`config.mk`:
```
export PLATFORM = sky130hd
export DESIGN_NAME = segmented_length_code_decoder
export DESIGN_NICKNAME = d
export VERILOG_FILES = /design/src/slcd_pkg.sv /design/src/slcd_front.sv /design/src/slcd_queue.sv /design/src/slcd_back.sv /design/src/segmented_length_code_decoder.sv
export SDC_FILE = /design/constraint.sdc
export NUM_CORES = 2
export LEC_CHECK = 0
export BUFFER_PORTS_ARGS = -buffer_cell sky130_fd_sc_hd__buf_4
export CAP_MARGIN = 20
export CORE_AREA = 2 2 531 533
export CTS_BUF_LIST = sky130_fd_sc_hd__clkbuf_16
export CTS_CLUSTER_SIZE = 12
export DETAILED_ROUTE_END_ITERATION = 16
export DIE_AREA = 0 0 533 535
export PLACE_DENSITY = 0.41
export SLEW_MARGIN = 0
export SYNTH_ARGS = -nofsm -noshare
export SYNTH_HDL_FRONTEND = slang
export SYNTH_HIERARCHICAL = 1
export SYNTH_SLANG_ARGS = --single-unit
export TNS_END_PERCENT = 1
```
`constraint.sdc`:
```
create_clock -name i_clk -period 10.1 [get_ports i_clk]
set_clock_uncertainty 0.1 [all_clocks]
set_input_delay 1.01 -clock i_clk [delete_from_list [all_inputs] [get_ports i_clk]]
set_output_delay 1.01 -clock i_clk [all_outputs]
set_load 0.01 [all_outputs]
```
`src/slcd_pkg.sv`:
```
// ============================================================================
// slcd_pkg - shared types and constants for the segmented length code decoder
// Item kinds, phases, queue status and the fixed field widths of the ports.
// ============================================================================
package slcd_pkg;

    // Defaults of the top-level parameters
    localparam int DICT_DEPTH_DEF  = 256;
    localparam int LENGTH_BITS_DEF = 3;

    // Fixed field widths
    localparam int CHAR_W   = 8;
    localparam int S_DATA_W = 16;   // dict_char + code_bit, padded to bytes
    localparam int S_USER_W = 2;    // action
    localparam int M_DATA_W = 8;    // char_out
    localparam int M_USER_W = 1;    // out_of_range

    // Depth of the queue between front and back (power of two)
    localparam int Q_DEPTH = 2;

    // Input item action codes; code 3 is unused and ignored
    typedef enum logic [1:0] {
        ACT_START = 2'd0,
        ACT_CHAR  = 2'd1,
        ACT_BIT   = 2'd2
    } t_action;

    // Decoder phase
    typedef enum logic [1:0] {
        PH_LOAD   = 2'd0,
        PH_HEADER = 2'd1,
        PH_CODE   = 2'd2
    } t_phase;

    // Kind of a queued result
    typedef enum logic [1:0] {
        JOB_CHAR = 2'd0,
        JOB_EOM  = 2'd1,
        JOB_OOR  = 2'd2
    } t_job_kind;

    localparam int KIND_W = $bits(t_job_kind);

    // Queue status seen by the front
    typedef struct packed {
        logic full;
        logic empty;
    } t_q_stat;

endpackage

```
`src/slcd_front.sv`:
```
// ============================================================================
// slcd_front - item intake and bit-level decode
// Tracks phase and counters, writes dictionary characters, queues results.
// ============================================================================
module slcd_front #(
    parameter int  DICT_DEPTH  = slcd_pkg::DICT_DEPTH_DEF,
    parameter int  LENGTH_BITS = slcd_pkg::LENGTH_BITS_DEF,
    localparam int AW          = $clog2(DICT_DEPTH)
) (
    input  logic                      i_clk,
    input  logic                      i_rst_n,
    input  logic                      i_valid,
    output logic                      o_ready,
    input  slcd_pkg::t_action         i_action,
    input  logic [slcd_pkg::CHAR_W-1:0] i_char,
    input  logic                      i_bit,
    input  slcd_pkg::t_q_stat         i_q_stat,
    output logic                      o_push,
    output slcd_pkg::t_job_kind       o_kind,
    output logic [AW-1:0]             o_idx,
    output logic                      o_we,
    output logic [AW-1:0]             o_waddr,
    output logic [slcd_pkg::CHAR_W-1:0] o_wdata
);
    import slcd_pkg::*;

    localparam int CW = $clog2(DICT_DEPTH + 1);
    localparam int VW = (1 << LENGTH_BITS) - 1;   // widest code
    localparam int IW = VW + 1;                   // index width
    localparam int HW = $clog2(LENGTH_BITS);
    localparam int XW = (IW > CW) ? IW : CW;

    t_phase                 r_phase, n_phase;
    logic [CW-1:0]          r_count, n_count;
    logic [HW-1:0]          r_hdr_cnt, n_hdr_cnt;
    logic [LENGTH_BITS-1:0] r_seg, n_seg;
    logic [LENGTH_BITS-1:0] r_code_cnt, n_code_cnt;
    logic [VW-1:0]          r_code_val, n_code_val;

    logic                   dict_open;
    logic                   write_hazard;
    logic                   accept;
    logic [HW-1:0]          hdr_base;
    logic [LENGTH_BITS-1:0] seg_base;
    logic [LENGTH_BITS-1:0] seg_shift;
    logic                   hdr_done;
    logic [VW-1:0]          val_shift;
    logic                   code_done;
    logic [IW-1:0]          ones_w;
    logic                   is_close;
    logic [IW-1:0]          idx_w;
    logic [XW-1:0]          idx_x;
    logic                   in_range;

    // A dictionary write must not land under a lookup still queued
    assign dict_open    = (r_phase == PH_LOAD) && (r_count < CW'(DICT_DEPTH));
    assign write_hazard = (i_action == ACT_CHAR) && dict_open && !i_q_stat.empty;
    assign o_ready      = !i_q_stat.full && !write_hazard;
    assign accept       = i_valid && o_ready;

    // Header path: a bit in load phase starts a fresh header
    assign hdr_base  = (r_phase == PH_LOAD) ? '0 : r_hdr_cnt;
    assign seg_base  = (r_phase == PH_LOAD) ? '0 : r_seg;
    assign seg_shift = {seg_base[LENGTH_BITS-2:0], i_bit};
    assign hdr_done  = (hdr_base == HW'(LENGTH_BITS - 1));

    // Code path
    assign val_shift = {r_code_val[VW-2:0], i_bit};
    assign code_done = (r_code_cnt == (r_seg - 1'b1));
    assign ones_w    = (IW'(1) << r_seg) - IW'(1);
    assign is_close  = ({1'b0, val_shift} == ones_w);
    assign idx_w     = (IW'(1) << r_seg) - IW'(r_seg) - IW'(1) + {1'b0, val_shift};
    assign idx_x     = XW'(idx_w);
    assign in_range  = (idx_x < XW'(r_count));

    // Next state
    always_comb begin
        n_phase    = r_phase;
        n_count    = r_count;
        n_hdr_cnt  = r_hdr_cnt;
        n_seg      = r_seg;
        n_code_cnt = r_code_cnt;
        n_code_val = r_code_val;
        if (accept) begin
            case (i_action)
                ACT_START: begin
                    n_phase    = PH_LOAD;
                    n_count    = '0;
                    n_hdr_cnt  = '0;
                    n_seg      = '0;
                    n_code_cnt = '0;
                    n_code_val = '0;
                end
                ACT_CHAR: begin
                    if (dict_open) begin
                        n_count = r_count + 1'b1;
                    end
                end
                ACT_BIT: begin
                    if (r_phase == PH_CODE) begin
                        if (code_done) begin
                            n_code_cnt = '0;
                            n_code_val = '0;
                            if (is_close) begin
                                n_phase   = PH_HEADER;
                                n_hdr_cnt = '0;
                                n_seg     = '0;
                            end
                        end else begin
                            n_code_cnt = r_code_cnt + 1'b1;
                            n_code_val = val_shift;
                        end
                    end else begin
                        n_seg      = seg_shift;
                        n_code_cnt = '0;
                        n_code_val = '0;
                        if (hdr_done) begin
                            n_hdr_cnt = '0;
                            n_phase   = (seg_shift == '0) ? PH_LOAD : PH_CODE;
                        end else begin
                            n_hdr_cnt = hdr_base + 1'b1;
                            n_phase   = PH_HEADER;
                        end
                    end
                end
                default: ;
            endcase
        end
    end

    // Outputs
    always_comb begin
        o_push  = 1'b0;
        o_kind  = JOB_CHAR;
        o_idx   = idx_x[AW-1:0];
        o_we    = accept && (i_action == ACT_CHAR) && dict_open;
        o_waddr = r_count[AW-1:0];
        o_wdata = i_char;
        if (accept && (i_action == ACT_BIT)) begin
            if (r_phase == PH_CODE) begin
                if (code_done && !is_close) begin
                    o_push = 1'b1;
                    o_kind = in_range ? JOB_CHAR : JOB_OOR;
                end
            end else if (hdr_done && (seg_shift == '0)) begin
                o_push = 1'b1;
                o_kind = JOB_EOM;
            end
        end
    end

    always_ff @(posedge i_clk) begin
        if (!i_rst_n) begin
            r_phase    <= PH_LOAD;
            r_count    <= '0;
            r_hdr_cnt  <= '0;
            r_seg      <= '0;
            r_code_cnt <= '0;
            r_code_val <= '0;
        end else begin
            r_phase    <= n_phase;
            r_count    <= n_count;
            r_hdr_cnt  <= n_hdr_cnt;
            r_seg      <= n_seg;
            r_code_cnt <= n_code_cnt;
            r_code_val <= n_code_val;
        end
    end

endmodule

```
`src/slcd_queue.sv`:
```
// ============================================================================
// slcd_queue - short result queue between front and back
// Registered FIFO; no fall-through.
// ============================================================================
module slcd_queue #(
    parameter int W = 10
) (
    input  logic              i_clk,
    input  logic              i_rst_n,
    input  logic              i_push,
    input  logic [W-1:0]      i_data,
    input  logic              i_pop,
    output logic [W-1:0]      o_data,
    output slcd_pkg::t_q_stat o_stat
);
    import slcd_pkg::*;

    localparam int PW = (Q_DEPTH > 1) ? $clog2(Q_DEPTH) : 1;
    localparam int NW = $clog2(Q_DEPTH + 1);

    logic [W-1:0]  r_mem [Q_DEPTH];
    logic [PW-1:0] r_wr_ptr, n_wr_ptr;
    logic [PW-1:0] r_rd_ptr, n_rd_ptr;
    logic [NW-1:0] r_cnt, n_cnt;
    logic          do_push, do_pop;

    assign o_stat.empty = (r_cnt == '0);
    assign o_stat.full  = (r_cnt == NW'(Q_DEPTH));
    assign do_push      = i_push && !o_stat.full;
    assign do_pop       = i_pop && !o_stat.empty;
    assign o_data       = r_mem[r_rd_ptr];

    always_comb begin
        n_wr_ptr = do_push ? r_wr_ptr + 1'b1 : r_wr_ptr;
        n_rd_ptr = do_pop  ? r_rd_ptr + 1'b1 : r_rd_ptr;
        n_cnt    = r_cnt + NW'(do_push) - NW'(do_pop);
    end

    always_ff @(posedge i_clk) begin
        if (do_push) begin
            r_mem[r_wr_ptr] <= i_data;
        end
    end

    always_ff @(posedge i_clk) begin
        if (!i_rst_n) begin
            r_wr_ptr <= '0;
            r_rd_ptr <= '0;
            r_cnt    <= '0;
        end else begin
            r_wr_ptr <= n_wr_ptr;
            r_rd_ptr <= n_rd_ptr;
            r_cnt    <= n_cnt;
        end
    end

endmodule

```
`src/slcd_back.sv`:
```
// ============================================================================
// slcd_back - dictionary store and result output register
// Pops queued results, reads the dictionary, holds the result for the sink.
// ============================================================================
module slcd_back #(
    parameter int  DICT_DEPTH = slcd_pkg::DICT_DEPTH_DEF,
    localparam int AW         = $clog2(DICT_DEPTH)
) (
    input  logic                        i_clk,
    input  logic                        i_rst_n,
    input  logic                        i_we,
    input  logic [AW-1:0]               i_waddr,
    input  logic [slcd_pkg::CHAR_W-1:0] i_wdata,
    input  slcd_pkg::t_q_stat           i_q_stat,
    input  slcd_pkg::t_job_kind         i_kind,
    input  logic [AW-1:0]               i_idx,
    output logic                        o_pop,
    output logic                        o_valid,
    input  logic                        i_ready,
    output logic [slcd_pkg::CHAR_W-1:0] o_char,
    output logic                        o_eom,
    output logic                        o_oor
);
    import slcd_pkg::*;

    logic [CHAR_W-1:0] mem [DICT_DEPTH];
    logic [CHAR_W-1:0] r_rd_data;
    t_job_kind         r_kind;
    logic              r_valid;

    assign o_pop = !i_q_stat.empty && (!r_valid || i_ready);

    always_ff @(posedge i_clk) begin
        if (i_we) begin
            mem[i_waddr] <= i_wdata;
        end
    end

    always_ff @(posedge i_clk) begin
        if (o_pop && (i_kind == JOB_CHAR)) begin
            r_rd_data <= mem[i_idx];
        end
    end

    always_ff @(posedge i_clk) begin
        if (o_pop) begin
            r_kind <= i_kind;
        end
    end

    always_ff @(posedge i_clk) begin
        if (!i_rst_n) begin
            r_valid <= 1'b0;
        end else if (o_pop) begin
            r_valid <= 1'b1;
        end else if (i_ready) begin
            r_valid <= 1'b0;
        end
    end

    assign o_valid = r_valid;
    assign o_char  = (r_kind == JOB_CHAR) ? r_rd_data : '0;
    assign o_eom   = (r_kind == JOB_EOM);
    assign o_oor   = (r_kind == JOB_OOR);

endmodule

```
`src/segmented_length_code_decoder.sv`:
```
// ============================================================================
// segmented_length_code_decoder - segmented variable-length code decoder
// Dictionary load plus bit-serial segment decode, one item per cycle when s_axis is not stalled.
// ============================================================================
// Usage:
//   s_axis carries input items: tuser is the action (start, dictionary
//   character, code bit), tdata holds the character and the code bit.
//   m_axis carries decoded characters: tdata is the character, tlast marks
//   end of message (zero length header), tuser flags an out-of-range index.
//   Throughput: one input item per cycle. The only stall on s_axis besides
//   a full result queue is a dictionary character to be written during
//   loading while any result is still queued; it waits until the queue has
//   drained into the output register, so no queued lookup can see the new write.
//   The code bit that completes a result writes it into the queue; the
//   back then pops it, reading the store into the output register that
//   drives m_axis.
//   When m_axis stalls, the output register holds its item and the
//   two-entry queue keeps absorbing results; code bits on s_axis stall only
//   once the queue is full.
//   Reset (i_rst_n low, synchronous) clears phase, counters, dictionary
//   count, queue and output valid. The dictionary store has no reset and
//   needs no clearing pass: only entries below the loaded count are read.
// ============================================================================
module segmented_length_code_decoder #(
    parameter int DICT_DEPTH  = slcd_pkg::DICT_DEPTH_DEF,
    parameter int LENGTH_BITS = slcd_pkg::LENGTH_BITS_DEF
) (
    input  logic                          i_clk,
    input  logic                          i_rst_n,
    input  logic                          s_axis_tvalid,
    output logic                          s_axis_tready,
    input  logic [slcd_pkg::S_DATA_W-1:0] s_axis_tdata,   // [7:0] dict_char, [8] code_bit
    input  logic [slcd_pkg::S_USER_W-1:0] s_axis_tuser,   // [1:0] action
    output logic                          m_axis_tvalid,
    input  logic                          m_axis_tready,
    output logic [slcd_pkg::M_DATA_W-1:0] m_axis_tdata,   // [7:0] char_out
    output logic                          m_axis_tlast,   // end_of_message
    output logic [slcd_pkg::M_USER_W-1:0] m_axis_tuser    // [0] out_of_range
);
    import slcd_pkg::*;

    localparam int AW = $clog2(DICT_DEPTH);
    localparam int JW = KIND_W + AW;   // queue entry: {kind, index}

    t_action           action;
    t_q_stat           q_stat;
    logic              push, pop;
    t_job_kind         f_kind, b_kind;
    logic [AW-1:0]     f_idx;
    logic [JW-1:0]     q_out;
    logic              we;
    logic [AW-1:0]     waddr;
    logic [CHAR_W-1:0] wdata;
    logic              oor;

    assign action = t_action'(s_axis_tuser);

    // Front: intake, phase tracking, dictionary writes
    slcd_front #(
        .DICT_DEPTH  (DICT_DEPTH),
        .LENGTH_BITS (LENGTH_BITS)
    ) u_front (
        .i_clk    (i_clk),
        .i_rst_n  (i_rst_n),
        .i_valid  (s_axis_tvalid),
        .o_ready  (s_axis_tready),
        .i_action (action),
        .i_char   (s_axis_tdata[CHAR_W-1:0]),
        .i_bit    (s_axis_tdata[CHAR_W]),
        .i_q_stat (q_stat),
        .o_push   (push),
        .o_kind   (f_kind),
        .o_idx    (f_idx),
        .o_we     (we),
        .o_waddr  (waddr),
        .o_wdata  (wdata)
    );

    // Result queue decoupling front from back
    slcd_queue #(
        .W (JW)
    ) u_queue (
        .i_clk   (i_clk),
        .i_rst_n (i_rst_n),
        .i_push  (push),
        .i_data  ({f_kind, f_idx}),
        .i_pop   (pop),
        .o_data  (q_out),
        .o_stat  (q_stat)
    );

    assign b_kind = t_job_kind'(q_out[JW-1:AW]);

    // Back: dictionary store, read, output register
    slcd_back #(
        .DICT_DEPTH (DICT_DEPTH)
    ) u_back (
        .i_clk    (i_clk),
        .i_rst_n  (i_rst_n),
        .i_we     (we),
        .i_waddr  (waddr),
        .i_wdata  (wdata),
        .i_q_stat (q_stat),
        .i_kind   (b_kind),
        .i_idx    (q_out[AW-1:0]),
        .o_pop    (pop),
        .o_valid  (m_axis_tvalid),
        .i_ready  (m_axis_tready),
        .o_char   (m_axis_tdata),
        .o_eom    (m_axis_tlast),
        .o_oor    (oor)
    );

    assign m_axis_tuser = oor;

endmodule

```
==> reports/metrics.yaml <==
status:
  status: "completed"
global_route:
  grtUsageTotal_pct: 16.7
  grt_max_degree: 160
  grt_antenna_before_repair: 13
  overflow: 0
  grt_pass1_vias: 41412
  grt_pass1_wl_mm: 337
floorplan:
  core-area_sq_um: 279000
  io_pins: 34
  row_count: 194
  initial_core_util_pct: 30.0
  die_w_um: 533
  die_h_um: 535
  die_area_sq_um: 285000
run:
  max_cap_viol_count: 0
sta:
  rsz0062_at_grt: "no"
  post-route-period-util_pct: 52.9
  fin_tns_setup_ns: 0
  drv_slew: 0
  slew_headroom_pct: 17.5
  worstMarginPinSlew_ns: 1.23
  finalHoldViolCount: 0
  fin_ws_ns: 4.76
  post-route-min-period_ns: 5.34
  timing.fmax_mhz: 187
  setup_viol: 0
setup_path:
  cpMaxStageDelayCell: "nor4_1"
  cp_slowest_stage_delay_ns: 1.07
  critPathKind: "register to register"
  crit_fanout: 59
  path_buf_inv: 1
  r2r_slack_ns: 4.76
  path_cells: "mux2_8, buf_4, mux4_2, a22oi_1, a21oi_1, nor4_1, nor4_1"
  critPathArrivalTime_ns: 5.80
  setup.worst_path.end_class: "register"
  cp-start-kind: "register"
  crit_family: "multiplexers"
  crit_top_cell: "nor4_1"
  worstPathRequired_ns: 10.56
clock_tree:
  cts.path.max_buffers: 3
  cts_resized: 0
  cts_tree: "built"
  cts_root_buf: "clkbuf_16"
  numClockSinks: 2109
  cts.clk_slew.worst_paths_ns: 0.06
  clock_latency_ns: 0.85
  htreeDepth: 4
  cts_buffers: 227
  postCtsHoldBufs: 0
  cts_setup_buffers: 0
logic_synthesis:
  syn_area_per_cell_sq_um: 20.3
  syn_inst: 4119
  yosys_most_used_dff: "edfxtp_1"
  syn_area_sq_um: 83600
  synth-edff-count: 2078
  ys_ff_latch: 2109
  yosysUniqueCellTypes: 89
  async_reset_ff_share_pct: 0
  yosysWarnings: 6
  synthesis.nets: 4172
  ys_seq_area_share_pct: 75.4
detailed_routing:
  first_pass_iters: 7
  totalWireLength_mm: 243
  antenna_left: 0
  drc: 0
  vias_per_cell: 5.05
  drt_iter0_markers: 3811
  drt-wirelength-per-cell_um: 29.9
  vias: 40998
placed_design:
  place_congestion: 0.768
  portBuffers: 26
  place_worst_setup_slack_ns: 4.56
  placed_area_sq_um: 87600
  dp_hpwl_mm: 145
min_path:
  hold_class: "register to register"
layout:
  area_delta_synth_final_pct: 12.8
  nNetsFinal: 4263
  final_cell_area_sq_um: 94300
  drive_gt1_share_pct: 18.6
pwr:
  irDropWorstVdd_v: 0.000176
  p_per_area_nw_per_um2: 185
  cellLeakagePower_nw: 29.2
-- path summary, 6_finish.rpt --
| check | to | startpoint | depth (start not counted) |
|---|---|---|---|
| worst max-delay path | u_back/r_rd_data[6]$_DFFE_PP_ | register | 7 |
| worst min-delay path | u_front/r_code_val[5]$_SDFFE_PN0P_ | u_front/r_code_val[5]$_SDFFE_PN0P_ | 2 |
| worst max register to register | u_back/r_rd_data[6]$_DFFE_PP_ | register | 7 |
| worst min register to register | u_front/r_code_val[5]$_SDFFE_PN0P_ | u_front/r_code_val[5]$_SDFFE_PN0P_ | 2 |
-- registers in the layout (all words and copies together), names as in the netlist, named ones only --
signal,count
u_front/r_code_val,6
u_back/o_valid,1
u_back/r_kind,2
u_queue/r_rd_ptr,1
u_front/r_seg,3
u_back/mem,2048
u_front/r_hdr_cnt,2
u_queue/r_wr_ptr,1
u_front/r_phase,2
u_back/r_rd_data,8
u_queue/r_cnt,2
u_front/r_code_cnt,3
u_queue/r_mem,20
u_front/r_count,9
-- power breakdown --
part           switching (mW)  total (mW)  internal, mW  leakage, nW
clock                    3.46        7.60          4.14         3.57
sequential            0.00178        9.62          9.61         18.9
combinational           0.181       0.206        0.0248         6.72
-- cells by family after synthesis --
family / synth area share, %
XOR/XNOR: 0.272
AND/OR/NAND/NOR: 3.40
AO/OA/AOI/OAI: 3.74
multiplexers: 14.3
flip-flops: 75.4
adder cells (fa/ha/maj): 0.500
buffers and inverters: 2.43
-- cell type report --
| cell class | instances | area, sq um |
|---|---|---|
| antenna | 1 | 2.50 |
| clock buffer | 228 | 5710 |
| clock inverter | 184 | 988 |
| fill | 26276 | 185000 |
| inverter | 42 | 158 |
| multi-input combinational | 1715 | 18700 |
| sequential | 2109 | 63000 |
| tap | 3724 | 4660 |
| timing repair buffer | 115 | 1060 |
-- Yosys cell counts, types with 5 or more instances --
library cell | n | share of area (%)
a211oi_1 | 27 | 0.24
a21oi_1 | 80 | 0.48
a221oi_1 | 16 | 0.17
a22o_1 | 15 | 0.16
a22oi_1 | 146 | 1.3
and2_1 | 18 | 0.13
and3_1 | 5 | 0.037
buf_1 | 14 | 0.063
buf_12 | 8 | 0.19
buf_2 | 49 | 0.29
buf_4 | 29 | 0.26
buf_6 | 25 | 0.34
buf_8 | 25 | 0.45
clkbuf_1 | 87 | 0.39
clkbuf_8 | 14 | 0.23
dfxtp_1 | 31 | 0.74
edfxtp_1 | 2078 | 75
ha_1 | 27 | 0.40
inv_1 | 40 | 0.18
mux2_2 | 14 | 0.19
mux2i_1 | 142 | 1.7
mux4_1 | 79 | 2.5
mux4_2 | 369 | 9.9
nand2_1 | 116 | 0.52
nand2b_1 | 14 | 0.10
nand3_1 | 39 | 0.23
nand4_1 | 16 | 0.12
nor2_1 | 300 | 1.3
nor2b_1 | 29 | 0.22
nor3_1 | 33 | 0.20
nor4_1 | 19 | 0.14
o21ai_0 | 11 | 0.066
o221ai_1 | 34 | 0.36
o22a_1 | 6 | 0.063
o22ai_1 | 37 | 0.28
o311ai_0 | 5 | 0.052
o32ai_1 | 9 | 0.094
xnor2_1 | 18 | 0.19
xor2_1 | 8 | 0.084
-- layout by cell type, fill, tap and decap left out, types with 27 or more instances in the layout --
| master | count |
|---|---|
| edfxtp_1 | 2078 |
| o221ai_1 | 34 |
| mux4_1 | 79 |
| a22oi_1 | 146 |
| mux2i_1 | 142 |
| clkinv_2 | 40 |
| a21oi_1 | 80 |
| nor2_1 | 298 |
| a211oi_1 | 27 |
| clkbuf_16 | 228 |
| inv_1 | 109 |
| o22ai_1 | 37 |
| nor3_1 | 33 |
| nand3_1 | 33 |
| clkinv_1 | 58 |
| buf_4 | 95 |
| ha_1 | 27 |
| dfxtp_1 | 31 |
| nand2_1 | 116 |
| mux4_2 | 369 |
-- tightest hold or removal path, cell delays in order, from the launching register on --
cell,delay (ns)
dfxtp_1,0.33
nand2_1,0.06
a21oi_1,0.05
-- routing by layer --
metal	track usage, %	vias up	share of wire [%]
met4	3.70	2	1.9
li1	-	17271	-
met5	0	-	0.0054
met2	27.1	1065	48
met1	23.9	22406	45
met3	2.43	254	4.9
-- per-stage QoR --
step	std cells	total power, mW	hold WS [ns]	utilization (%)
4_1_cts	8114	17.6	0.314	33.8
2_1_floorplan	4119	9.89	0.353	-
6_report	8118	17.4	0.388	33.8
3_5_place_dp	7702	10.0	0.387	31.4
3_3_place_gp	7702	10.0	0.365	31.4
5_1_grt	8118	18.0	0.339	33.8
No activity file was read; power rests on OpenSTA's default activity.
